File: src/rtl/core/o2p_pkg.sv
// shared types and constants for the order-2 predictor codec
`timescale 1ns / 1ps
package o2p_pkg;

  // prediction table geometry: indexed by {prev_prev_byte, prev_byte}
  localparam int unsigned ByteW        = 8;
  localparam int unsigned TableAw      = 2 * ByteW;
  localparam int unsigned TableEntries = 1 << TableAw;

  // stream position saturates here; below it a byte passes verbatim
  localparam logic [1:0] PosSteady = 2'd2;

  // request mode codes
  localparam logic ModeEncode = 1'b0;
  localparam logic ModeDecode = 1'b1;

  typedef logic [ByteW-1:0]   byte_t;
  typedef logic [TableAw-1:0] tbl_addr_t;

  // table read port request
  typedef struct packed {
    logic      en;
    tbl_addr_t addr;
  } rd_req_t;

  // table write port request
  typedef struct packed {
    logic      en;
    tbl_addr_t addr;
    byte_t     data;
  } wr_req_t;

  // one coded result
  typedef struct packed {
    logic  raw;
    logic  hit;
    byte_t data;
  } result_t;

endpackage

File: src/rtl/core/o2p_core.sv
// coding stage: context history, stream position, hit/miss decision and table update
`timescale 1ns / 1ps
module o2p_core (
  input  logic              clk_i,
  input  logic              rst_ni,
  input  logic              accept_i,
  input  logic              mode_i,
  input  logic              stream_start_i,
  input  logic              hit_in_i,
  input  o2p_pkg::byte_t    byte_in_i,
  input  logic              advance_i,
  input  o2p_pkg::byte_t    pred_i,
  output logic              busy_o,
  output o2p_pkg::rd_req_t  rd_req_o,
  output o2p_pkg::wr_req_t  wr_req_o,
  output o2p_pkg::result_t  result_o
);

  logic            busy_q;
  logic            mode_q;
  logic            start_q;
  logic            hit_q;
  o2p_pkg::byte_t  byte_q;

  o2p_pkg::byte_t  prev_q, prev_d;
  o2p_pkg::byte_t  prev2_q, prev2_d;
  logic [1:0]      pos_q, pos_d;

  logic [1:0]      pos_eff;
  logic            raw;
  logic            miss;
  logic            done;
  o2p_pkg::byte_t  cur;

  // stage occupancy
  always_ff @(posedge clk_i or negedge rst_ni) begin
    if (!rst_ni) begin
      busy_q <= 1'b0;
    end else if (accept_i) begin
      busy_q <= 1'b1;
    end else if (advance_i) begin
      busy_q <= 1'b0;
    end
  end

  // request payload held for the stage
  always_ff @(posedge clk_i) begin
    if (accept_i) begin
      mode_q  <= mode_i;
      start_q <= stream_start_i;
      hit_q   <= hit_in_i;
      byte_q  <= byte_in_i;
    end
  end

  assign done    = busy_q && advance_i;
  assign pos_eff = start_q ? 2'd0 : pos_q;
  assign raw     = (pos_eff < o2p_pkg::PosSteady);

  // coding decision against the table prediction
  always_comb begin
    result_o.raw = raw;
    if (raw) begin
      result_o.hit  = 1'b0;
      result_o.data = byte_q;
      cur           = byte_q;
      miss          = 1'b0;
    end else if (mode_q == o2p_pkg::ModeDecode) begin
      result_o.hit  = hit_q;
      cur           = hit_q ? pred_i : byte_q;
      result_o.data = cur;
      miss          = !hit_q;
    end else begin
      result_o.hit  = (pred_i == byte_q);
      result_o.data = result_o.hit ? '0 : byte_q;
      cur           = byte_q;
      miss          = !result_o.hit;
    end
  end

  // table update on a miss
  assign wr_req_o.en   = done && miss;
  assign wr_req_o.addr = {prev2_q, prev_q};
  assign wr_req_o.data = byte_q;

  // next lookup uses the history as it stands after the item in flight
  assign rd_req_o.en   = accept_i;
  assign rd_req_o.addr = busy_q ? {prev_q, cur} : {prev2_q, prev_q};

  // history and position advance when the item leaves the stage
  always_comb begin
    prev_d  = prev_q;
    prev2_d = prev2_q;
    pos_d   = pos_q;
    if (done) begin
      prev2_d = prev_q;
      prev_d  = cur;
      pos_d   = raw ? pos_eff + 2'd1 : o2p_pkg::PosSteady;
    end
  end

  always_ff @(posedge clk_i or negedge rst_ni) begin
    if (!rst_ni) begin
      prev_q  <= '0;
      prev2_q <= '0;
      pos_q   <= '0;
    end else begin
      prev_q  <= prev_d;
      prev2_q <= prev2_d;
      pos_q   <= pos_d;
    end
  end

  assign busy_o = busy_q;

endmodule

File: config.mk
export PLATFORM = sky130hd
export DESIGN_NAME = o2p_core
export DESIGN_NICKNAME = d
export VERILOG_FILES = /design/src/rtl/core/o2p_pkg.sv /design/src/rtl/core/o2p_core.sv
export SDC_FILE = /design/constraint.sdc
export NUM_CORES = 1
export LEC_CHECK = 0
export BUFFER_PORTS_ARGS = -buffer_cell sky130_fd_sc_hd__buf_4
export CAP_MARGIN = 10
export CORE_MARGIN = 8
export CORE_UTILIZATION = 50
export CTS_CLUSTER_DIAMETER = 100
export DETAILED_ROUTE_END_ITERATION = 16
export PLACE_DENSITY = 0.94
export SLEW_MARGIN = 20
export SYNTH_ARGS = -nofsm -noshare
export SYNTH_HDL_FRONTEND = slang
export SYNTH_SLANG_ARGS = --single-unit
export TNS_END_PERCENT = 5
File: constraint.sdc
create_clock -name clk_i -period 4.2 [get_ports clk_i]
set_input_delay 1.05 -clock clk_i [delete_from_list [all_inputs] [get_ports clk_i]]
set_output_delay 1.05 -clock clk_i [all_outputs]
set_load 0.01 [all_outputs]
Word-level counts from Yosys, hierarchy flattened. Index checks and enable logic that the tools add are counted.

Bits in registers: 30. Output and inout bits: 53. Word-level logic and storage cells: 29.

Add/sub/neg operators: 1. $lt $le $gt $ge: 1. Equal/unequal tests: 1. Mux-type cells: 13. Reductions and logical operators: 5.

Operator list (count): 8-bit two-way mux (4); 9-bit two-way mux (2); 16-bit two-way mux (1); 8-bit equality test (1); 1-bit two-way mux (4); 2-bit two-way mux (2); 2-bit by 1-bit adder with 2-bit output, second input constant (1); 1-bit logical AND (2); 1-bit zero test (2); 2-bit < comparator, second input constant (1); 2-bit nonzero test (1).

Longest topological paths before layout. Gate-level depths: netlist (run 1).

Depth in word-level cells: 5. Mapped depth: 6. Gate-level depth less buffers: 4.

Worst setup path before layout (run 1). OpenSTA, ideal clock, no wires.

Kind: input to output. Start point: input port pred_i[2]. End point: output port wr_req_o[24] (netlist name). Arrival: 1.744 ns. Path slack: 1.406 ns. Cell stages on the path: 4. Path through: xnor2_1 nand4_2 nor3_2 a2111oi_2.

RTL lines: start: declaration (line o2p_core.sv:12) `input o2p_pkg::byte_t pred_i,`; end: declaration (line o2p_core.sv:15) `output o2p_pkg::wr_req_t wr_req_o,`.

==> results of run 1 <==
-- flip-flops by register name (all words and copies together), names as in the netlist --
register / cells
pos_q: 2
byte_q: 8
busy_o: 1
mode_q: 1
prev2_q: 8
prev_q: 8
start_q: 1
hit_q: 1
-- logic make-up after synthesis --
group,count (synthesis)
muxes,24
DFF,30
and+or+nand+nor,35
buffers and inverters,23
xor gates and xnor gates,8
AOI/OAI and AO/OA,46
-- cell type report --
type | count | area share, %
inverter | 9 | 1.45
timing repair buffer | 76 | 24.4
multi-input combinational | 113 | 34.6
clock inverter | 1 | 0.214
clock buffer | 7 | 2.36
tap | 46 | 2.46
sequential | 30 | 34.5
-- per-stage QoR --
step | worst slack (ns) | power, mW | instance area [sq um] | util, %
final | 0.696 | 0.925 | 2340 | 70.0
after global placement | 1.10 | 0.742 | 2280 | 68.2
after global routing | 0.531 | 0.976 | 2340 | 70.0
after floorplan | 1.41 | 0.582 | 1750 | -
after CTS | 0.717 | 0.934 | 2340 | 70.0
after detailed placement | 1.08 | 0.757 | 2280 | 68.2
-- report_power, final --
part           internal, mW  total, mW  switching (mW)
Clock                0.0810      0.177          0.0965
Combinational         0.184      0.341           0.157
Sequential            0.350      0.407          0.0566
Total                 0.615      0.925           0.310
-- routing by layer --
layer	GRT usage (%)	share of wire (%)	up-vias
met2	30.6	53	58
li1	-	-	737
met4	7.68	2.1	0
met3	4.66	7.1	9
met5	0	0	-
met1	18.8	38	717
-- cells in the mapped netlist --
master	number	area (sq um)
nand2_4	1	11.3
nand4b_1	1	8.76
a21oi_1	8	40.0
mux2i_1	8	80.1
a31oi_1	2	12.5
a22oi_1	8	60.1
o21ai_0	1	5.00
nand4_2	2	25.0
a2111oi_2	1	15.0
nand2b_1	1	6.26
a21bo_1	1	10.0
inv_1	9	33.8
buf_1	1	3.75
nor2_4	1	11.3
nor2_1	11	41.3
nor3_2	1	10.0
mux2_2	16	180
buf_2	3	15.0
nand2_1	17	63.8
dfrtp_1	19	475
a21o_1	1	7.51
o21ai_1	8	40.0
clkbuf_1	1	3.75
edfxtp_1	11	330
o31ai_1	8	60.1
buf_4	6	45.0
o22ai_1	8	50.1
xnor2_1	8	70.1
buf_6	3	33.8
-- worst max-delay path by stage --
stage / endpoint / slack [ns] / cells after the start
detailed placement: result_o[0] / 1.08 / 6
finish: rd_req_o[0] / 0.70 / 4
global route: rd_req_o[2] / 0.53 / 4
CTS: rd_req_o[0] / 0.72 / 4
global placement: result_o[3] / 1.10 / 6
floorplan: wr_req_o[24] / 1.41 / 4
-- cell usage in the layout (no fill, tap or decap) --
cell / count
nand4_2: 2
edfxtp_1: 11
dfrtp_1: 19
buf_4: 76
nand4b_1: 1
nand2b_1: 1
nor2_1: 11
clkbuf_1: 1
o21ai_1: 8
nor3_2: 1
clkbuf_8: 1
clkbuf_4: 5
a21o_1: 1
o31ai_1: 8
a2111oi_2: 1
o22ai_1: 8
inv_1: 9
clkinv_2: 1
a21oi_1: 8
nand2_4: 1
nand2_1: 17
nor2_4: 1
a22oi_1: 8
xnor2_1: 8
a21bo_1: 1
mux2i_1: 8
o21ai_0: 1
a31oi_1: 2
mux2_2: 16
==> impl_metrics.tcl, run 1 <==
set metrics [dict create \
    status "completed" \
    cpPeakStageDelay_ns 0.78 \
    clkSinkCount 30 \
    fin_tns_setup_ns 0 \
    slew_violations 0 \
    hold_viol 0 \
    syn_nets 189 \
    drc_errors 0 \
    synth_fa_ha_area_share_pct 0 \
    place.port_buffers 75 \
    num_vias 1521 \
    critPathTopFamily "flip-flops" \
    htree_num_levels 2 \
    crit_arrival_ns 2.45 \
    synth-compound-area-share_pct 17.2 \
    dp_hpwl_mm 3.69 \
    core_sq_um 3340 \
    die_h_microns 75.1 \
    reg2reg_from "mode_q" \
    cts_setup_buffers 0 \
    wl_per_cell_microns 16.8 \
    std_cell_rows 21 \
    worstSetupStartpoint "mode_q" \
    crit_type "flip-flop to output pin" \
    rsz0062_at_grt "false" \
    overflow 0 \
    finalNonFillerCells 282 \
    drtIter0Drc 116 \
    worstMarginPinSlew_ns 0.697 \
    crit_chain "nand4b_1 -> mux2i_1 -> a21oi_1 -> buf_4" \
    cts_hold_buf 0 \
    ant_nets 0 \
    post-route-period-util_pct 83.4 \
    finalNetCount 258 \
    die_width_microns 75.1 \
    antenna_cells 0 \
    multi_input_area_sq_um 808 \
    place_congestion 0.780 \
    start_kind "flip-flop" \
    ys_ff_latch 30 \
    hold_class "flip-flop to flip-flop" \
    post_cts_resized 0 \
    synth.avg_cell_area_sq_um 10.5 \
    yosysSeqAreaShare_pct 46.1 \
    ir_drop_uv 239 \
    hold_ws_ns 0.538 \
    io_pins 76 \
    clkLatencyLatePin_ns 0.33 \
    timing.fmax_mhz 285 \
    synth_cells 166 \
    worstReg2RegEnd "prev_q[3]" \
    maxCapViolCount 0 \
    grt_first_pass_wirelength_mm 7.34 \
    min_from "prev2_q[1]" \
    timing.slew.headroom_pct 53.5 \
    critPathSlowestCell "edfxtp_1" \
    grt_pass1_vias 1504 \
    crit_buf_inv 1 \
    initial_core_util_pct 52.4 \
    setup.worst_path.end_class "output pin" \
    clockBufferDepth 2 \
    seq_area_sq_um 806 \
    numCtsBuffers 5 \
    holdPathEnd "prev2_q[1]" \
    worstPathMaxFanout 20 \
    grt_antenna_before_repair 0 \
    path_clk_slew_ns 0.09 \
    ys_warn_count 0 \
    fin_worst_skew_ns 0.00799 \
    drt_first_pass_iters 4 \
    dp_cells 274 \
    cts_tree "built" \
    viasPerCell 5.39 \
    syn2layout_area_growth_pct 33.5 \
    root_buffer "clkbuf_4" \
    yosys.area_share.simple_pct 10.2 \
    synthMuxAreaShare_pct 14.9 \
    p_per_area_nw_per_um2 396 \
    p_leak_nw 1.13 \
    grt_max_degree 28 \
    dieArea_sq_um 5650 \
    track_usage_pct 17.3 \
    whs_path_depth 1 \
    fin_crit_ns 3.50 \
    netlist_area_sq_um 1750 \
    r2r_cells 3 \
    synth.distinct_cells 29 \
    setup_violations 0 \
    wl_mm 4.72 \
    rrSetupSlack_ns 2.14 \
    critPathRequiredTime_ns 3.15 \
    synth_top_family_by_area "compound AO/OA/AOI/OAI gates" \
    synth_xor_area_share_pct 4.01 \
    drive_gt1_share_pct 44.5 \
    fillerInstances 272 \
]
(Power assumes the default switching activity.)
==> run 2: changes to the inputs <==
--- a/config.mk
+++ b/config.mk
@@ -5,13 +5,14 @@
 export SDC_FILE = /design/constraint.sdc
 export NUM_CORES = 1
 export LEC_CHECK = 0
+export ABC_AREA = 1
 export BUFFER_PORTS_ARGS = -buffer_cell sky130_fd_sc_hd__buf_4
 export CAP_MARGIN = 10
 export CORE_MARGIN = 8
-export CORE_UTILIZATION = 50
+export CORE_UTILIZATION = 43
 export CTS_CLUSTER_DIAMETER = 100
 export DETAILED_ROUTE_END_ITERATION = 16
-export PLACE_DENSITY = 0.94
+export PLACE_DENSITY = 0.86
 export SLEW_MARGIN = 20
 export SYNTH_ARGS = -nofsm -noshare
 export SYNTH_HDL_FRONTEND = slang
==> constraint.sdc (replaced) <==
create_clock -name clk_i -period 3.2 [get_ports clk_i]
set_input_delay 0.8 -clock clk_i [delete_from_list [all_inputs] [get_ports clk_i]]
set_output_delay 0.8 -clock clk_i [all_outputs]
set_load 0.01 [all_outputs]
==> impl_metrics.tcl, run 2 <==
set metrics [dict create \
    status "completed" \
    postPlaceCellArea_sq_um 2340 \
    grt_pass1_vias 1717 \
    numCtsBuffers 5 \
    crit_type "flip-flop to output pin" \
    synth.avg_cell_area_sq_um 7.34 \
    power_frac_seq_pct 40.2 \
    std_cell_rows 23 \
    wl_per_cell_microns 13.7 \
    overflow 0 \
    yosysMostFrequentCell "nand2_1" \
    track_usage_pct 15.4 \
    die_width_microns 80.7 \
    final_cell_mix "buf_4 (76), nand2_1 (72), o21ai_0 (36), nor2_1 (26), inv_1 (20)" \
    grt_max_degree 35 \
    drt_first_pass_iters 4 \
    htree_num_levels 2 \
    hold_class "primary input to asynchronous set/reset pin" \
    setup.worst_path.end_class "output pin" \
    reg_top3 "byte_q (8), prev2_q (8), prev_q (8)" \
    p_leak_nw 1.21 \
    place_congestion 0.780 \
    critPathRequiredTime_ns 2.40 \
    layout_commonest_cell "buf_4" \
    ys_ff_latch 30 \
    crit_chain "nor2_4 -> nor2_1 -> nor2_1 -> nand2_1 -> nand2_1 -> o21ai_0 -> buf_4" \
    worst_slack_ns 0.495 \
    cts_hold_buf 0 \
    dp_hpwl_mm 3.90 \
    num_vias 1845 \
    ir_drop_uv 308 \
    dpl_worst_slack_ns 0.613 \
    antenna_cells 0 \
    drive_gt1_share_pct 29.4 \
    clockBufferDepth 2 \
    fin_tns_setup_ns 0 \
    grt_antenna_before_repair 0 \
    drtIter0Drc 55 \
    syn_nets 268 \
    synth_top_area_cell "dfrtp_1" \
    crit_buf_inv 1 \
    combPwrFrac_pct 37.0 \
    synth_edf_count 11 \
    critPathSlowestCell "nor2_4" \
    viasPerCell 5.04 \
    die_h_microns 80.7 \
    dieArea_sq_um 6510 \
    io_pins 76 \
    p_sw_mw 0.435 \
    synth_ff_type "dfrtp_1" \
    post-route-period-util_pct 84.5 \
    path_clk_slew_ns 0.06 \
    worstPathMaxFanout 34 \
    fin_crit_ns 2.70 \
    yosys-top-cells-count "nand2_1 (72), o21ai_0 (36), nor2_1 (26)" \
    hold_viol 0 \
    slew_violations 0 \
    rsz0062_at_grt "false" \
    timing.slew.headroom_pct 55.6 \
    timing.fmax_mhz 370 \
    ys_top_cells_by_area "dfrtp_1 (26%), edfxtp_1 (18%), nand2_1 (15%)" \
    yosysSeqAreaShare_pct 44.8 \
    cpPeakStageDelay_ns 0.56 \
    swShare_pct 34.8 \
    intPower_mw 0.815 \
    grt_first_pass_wirelength_mm 7.81 \
    netlist_area_sq_um 1800 \
    cts_setup_buffers 0 \
    post_cts_resized 0 \
    final_cell_area_sq_um 2420 \
    root_buffer "clkbuf_8" \
    syn2layout_area_growth_pct 34.6 \
    synthArstFlopShare_pct 63.3 \
    p_per_area_nw_per_um2 516 \
    critPathTopFamily "simple AND/OR/NAND/NOR gates" \
    clkLatencyLatePin_ns 0.28 \
    cts_tree "built" \
    fin_worst_skew_ns 0.00678 \
    maxCapViolCount 0 \
    clkSinkCount 30 \
    wl_mm 5.00 \
    worstMarginPinSlew_ns 0.664 \
    start_kind "flip-flop" \
    synth.distinct_cells 22 \
    setup_violations 0 \
    core_sq_um 4030 \
    place.port_buffers 75 \
    synth_top_area_share_pct 26.4 \
    ant_nets 0 \
    drc_errors 0 \
    ys_warn_count 0 \
    p_clk_share_pct 22.7 \
    initial_core_util_pct 44.7 \
    finalNetCount 339 \
    synth_cells 245 \
    crit_arrival_ns 1.90 \
]
==> run 2: cell types whose count changed after synthesis, sizes merged, moves of 9 or more <==
cell	previous run	this run
nand2	18	74
o21ai	9	42
nor2	12	29
inv	9	25
mux2	16	0
a21oi	8	17
nand3	0	9
==> run 2: routing by layer <==
layer  share of wire [%]  vias to the layer above  wire, microns  GRT usage, %
met2                  50                       50           2520          26.9
met1                  40                      858           1990          16.5
met3                 7.2                       11            359          5.13
met4                 2.6                        0            131          6.61
met5                   0                        -              0             0
li1                    -                      926              -             -
==> run 2: worst register-to-register path, cell delays in order, from the launching register on <==
cell      delay, ns
edfxtp_1       0.43
nor2_4         0.56
nor2_1         0.12
nor2_1         0.12
nand2_1        0.10
nand2_1        0.07
o21ai_0        0.09
==> run 2: metrics by stage <==
stage	util, %	std cells	hold WS [ns]	total power, mW
floorplan	-	245	0.459	0.747
finish	60.1	366	0.384	1.25
global placement	58.2	359	0.469	0.964
detailed placement	58.2	359	0.486	0.979
global route	60.1	366	0.384	1.34
CTS	60.1	366	0.387	1.27
==> run 2: logic make-up after synthesis <==
group,share of synthesized area [%]
and+or+nand+nor,25.2
xor gates and xnor gates,2.43
buffers and inverters,10.3
AOI/OAI and AO/OA,17.2
DFF,44.8
==> run 2: final timing paths <==
path                                from           to  slack (ns)  depth (start not counted)
worst max register to register   start_q    prev_q[1]        1.60                          6
min in group clk_i              pos_q[0]     pos_q[0]        0.49                          1
worst min-delay path              rst_ni   prev2_q[5]        0.38                          1
worst max-delay path             start_q  rd_req_o[0]        0.50                          7
worst min register to register  pos_q[0]     pos_q[0]        0.49                          1
max in group asynchronous         rst_ni    prev_q[1]        2.61                          1
==> run 2: power by group through the flow <==
stage	Clock, mW	Sequential [mW]	Combinational [mW]
final	0.284	0.503	0.463
after global routing	0.316	0.512	0.512
after CTS	0.295	0.502	0.471
after detailed placement	0	0.509	0.470
after global placement	0	0.506	0.459
after floorplan	0	0.523	0.224
==> run 2: layout make-up <==
type	instances	area (sq um)
Sequential cell	30	806
Clock inverter	2	10.0
Timing Repair Buffer	76	571
Multi-Input combinational cell	178	808
Tap cell	50	62.6
Fill cell	408	1610
Clock buffer	5	68.8
Inverter	25	96.3
==> run 3: changes to the inputs <==
--- a/config.mk
+++ b/config.mk
@@ -9,10 +9,10 @@
 export BUFFER_PORTS_ARGS = -buffer_cell sky130_fd_sc_hd__buf_4
 export CAP_MARGIN = 10
 export CORE_MARGIN = 8
-export CORE_UTILIZATION = 43
+export CORE_UTILIZATION = 48
 export CTS_CLUSTER_DIAMETER = 100
 export DETAILED_ROUTE_END_ITERATION = 16
-export PLACE_DENSITY = 0.86
+export PLACE_DENSITY = 0.9
 export SLEW_MARGIN = 20
 export SYNTH_ARGS = -nofsm -noshare
 export SYNTH_HDL_FRONTEND = slang
==> constraint.sdc (replaced) <==
create_clock -name clk_i -period 2.57 [get_ports clk_i]
set_input_delay 0.6425 -clock clk_i [delete_from_list [all_inputs] [get_ports clk_i]]
set_output_delay 0.6425 -clock clk_i [all_outputs]
set_load 0.01 [all_outputs]
==> impl_metrics.tcl, run 3 (synthesis results as in run 2) <==
set metrics [dict create \
    wl_met1_mm 1.90 \
    die_width_microns 77.2 \
    cpPeakStageDelay_ns 0.43 \
    post-route-period-util_pct 93.1 \
    top_layer "met4" \
    reg_top3 "byte_q (8), prev2_q (8), prev_q (8)" \
    place_congestion 0.797 \
    overflow 0 \
    worstMarginPinSlew_ns 0.415 \
    p_leak_nw 1.22 \
    hold_ws_ns 0.220 \
    grt_antenna_before_repair 0 \
    crit_arrival_ns 1.75 \
    layout_commonest_cell "buf_4" \
    fin_worst_skew_ns 0.00651 \
    drive_gt1_share_pct 29.8 \
    intPower_mw 1.05 \
    dieArea_sq_um 5960 \
    setup.worst_path.end_class "output pin" \
    wl_per_cell_microns 13.1 \
    worstPathMaxFanout 34 \
    htree_num_levels 2 \
    io_pins 76 \
    ir_drop_uv 340 \
    start_kind "flip-flop" \
    p_sw_mw 0.543 \
    die_h_microns 77.2 \
    wl_met2_mm 2.51 \
    wl_met3_microns 261 \
    drc_errors 0 \
    initial_core_util_pct 49.5 \
    drtIter0Drc 75 \
    rsz0062_at_grt "false" \
    grt_first_pass_wirelength_mm 8.09 \
    drt_first_pass_iters 4 \
    swShare_pct 34.0 \
    viasPerCell 4.90 \
    status "completed" \
    p_clk_share_pct 24.4 \
    crit_chain "nor2_4 -> buf_4 -> nor2_1 -> nor2_1 -> nand2_1 -> nand2_1 -> o21ai_1 -> buf_4" \
    core_sq_um 3630 \
    syn2layout_area_growth_pct 36.0 \
    critPathSlowestCell "edfxtp_1" \
    track_usage_pct 16.6 \
    fin_crit_ns 2.39 \
    place.port_buffers 75 \
    final_cell_mix "buf_4 (78), nand2_1 (72), o21ai_0 (36), nor2_1 (26), inv_1 (20)" \
    clkSinkCount 30 \
    combPwrFrac_pct 36.4 \
    post_cts_resized 0 \
    grt_max_degree 35 \
    path_clk_slew_ns 0.07 \
    dp_hpwl_mm 3.78 \
    setup_violations 0 \
    hold_class "primary input to asynchronous set/reset pin" \
    fin_tns_setup_ns 0 \
    antenna_cells 0 \
    finalNetCount 341 \
    clkLatencyLatePin_ns 0.28 \
    crit_type "flip-flop to output pin" \
    timing.fmax_mhz 418 \
    root_buffer "clkbuf_8" \
    num_vias 1797 \
    std_cell_rows 22 \
    p_per_area_nw_per_um2 652 \
    critPathRequiredTime_ns 1.93 \
    slew_violations 0 \
    power_frac_seq_pct 39.1 \
    wl_mm 4.81 \
    numCtsBuffers 5 \
    cts_tree "built" \
    maxCapViolCount 0 \
    ant_nets 0 \
    clockBufferDepth 2 \
    cts_hold_buf 0 \
    timing.slew.headroom_pct 72.3 \
    grt_pass1_vias 1754 \
    hold_viol 0 \
    cts_setup_buffers 0 \
]
run 3: changes by cell type in the layout (fill, tap and decap cells not counted), sizes merged:
cell / delta
clkbuf: +2
clkinv: -1
buf: +2
run 3: metal layers:
layer | vias to the layer above | GRT usage, %
li1 | 932 | -
met1 | 808 | 17.4
met2 | 46 | 28.9
met3 | 11 | 5.48
met4 | 0 | 7.92
met5 | - | 0
run 3: worst max-delay path, delay by kind of cell (launching register included):
family,cells,cell delay (ns)
AOI/OAI and AO/OA,1,0.07
buffers and inverters,2,0.45
and+or+nand+nor,5,0.51
DFF,1,0.43
run 3: stage by stage:
step	cell area [sq um]	worst slack (ns)	total power, mW	std cells	util [%]
floorplan	1800	0.638	0.930	245	-
global placement	2360	0.348	1.20	359	64.8
detailed placement	2360	0.321	1.22	359	64.8
CTS	2450	0.194	1.61	367	67.4
global route	2450	0.0331	1.70	367	67.4
finish	2450	0.177	1.59	367	67.4
run 3: worst paths after layout:
check	startpoint	end	slack, ns	cells after the start
setup / recovery	start_q	rd_req_o[6]	0.18	8
hold / removal	rst_ni	prev_q[1]	0.22	1
setup reg to reg	start_q	prev_q[6]	1.16	7
hold reg to reg	pos_q[0]	pos_q[0]	0.50	1
max in group asynchronous	rst_ni	pos_q[1]	2.15	1
min in group clk_i	pos_q[0]	pos_q[0]	0.50	1
run 3: cell type report:
cell class / count / area, sq um
clock buffers: 7 / 86.3
fillers: 334 / 1190
well taps: 48 / 60.1
repair buffers: 78 / 586
multi-input cells: 178 / 808
inverters: 25 / 96.3
flip-flops and latches: 30 / 806
clock inverters: 1 / 5.00
run 3: power groups by stage:
stage,logic [mW],clock network [mW],registers (mW)
final,0.581,0.390,0.624
after global routing,0.641,0.421,0.636
after CTS,0.590,0.396,0.624
after detailed placement,0.588,0,0.632
after global placement,0.574,0,0.629
after floorplan,0.279,0,0.651
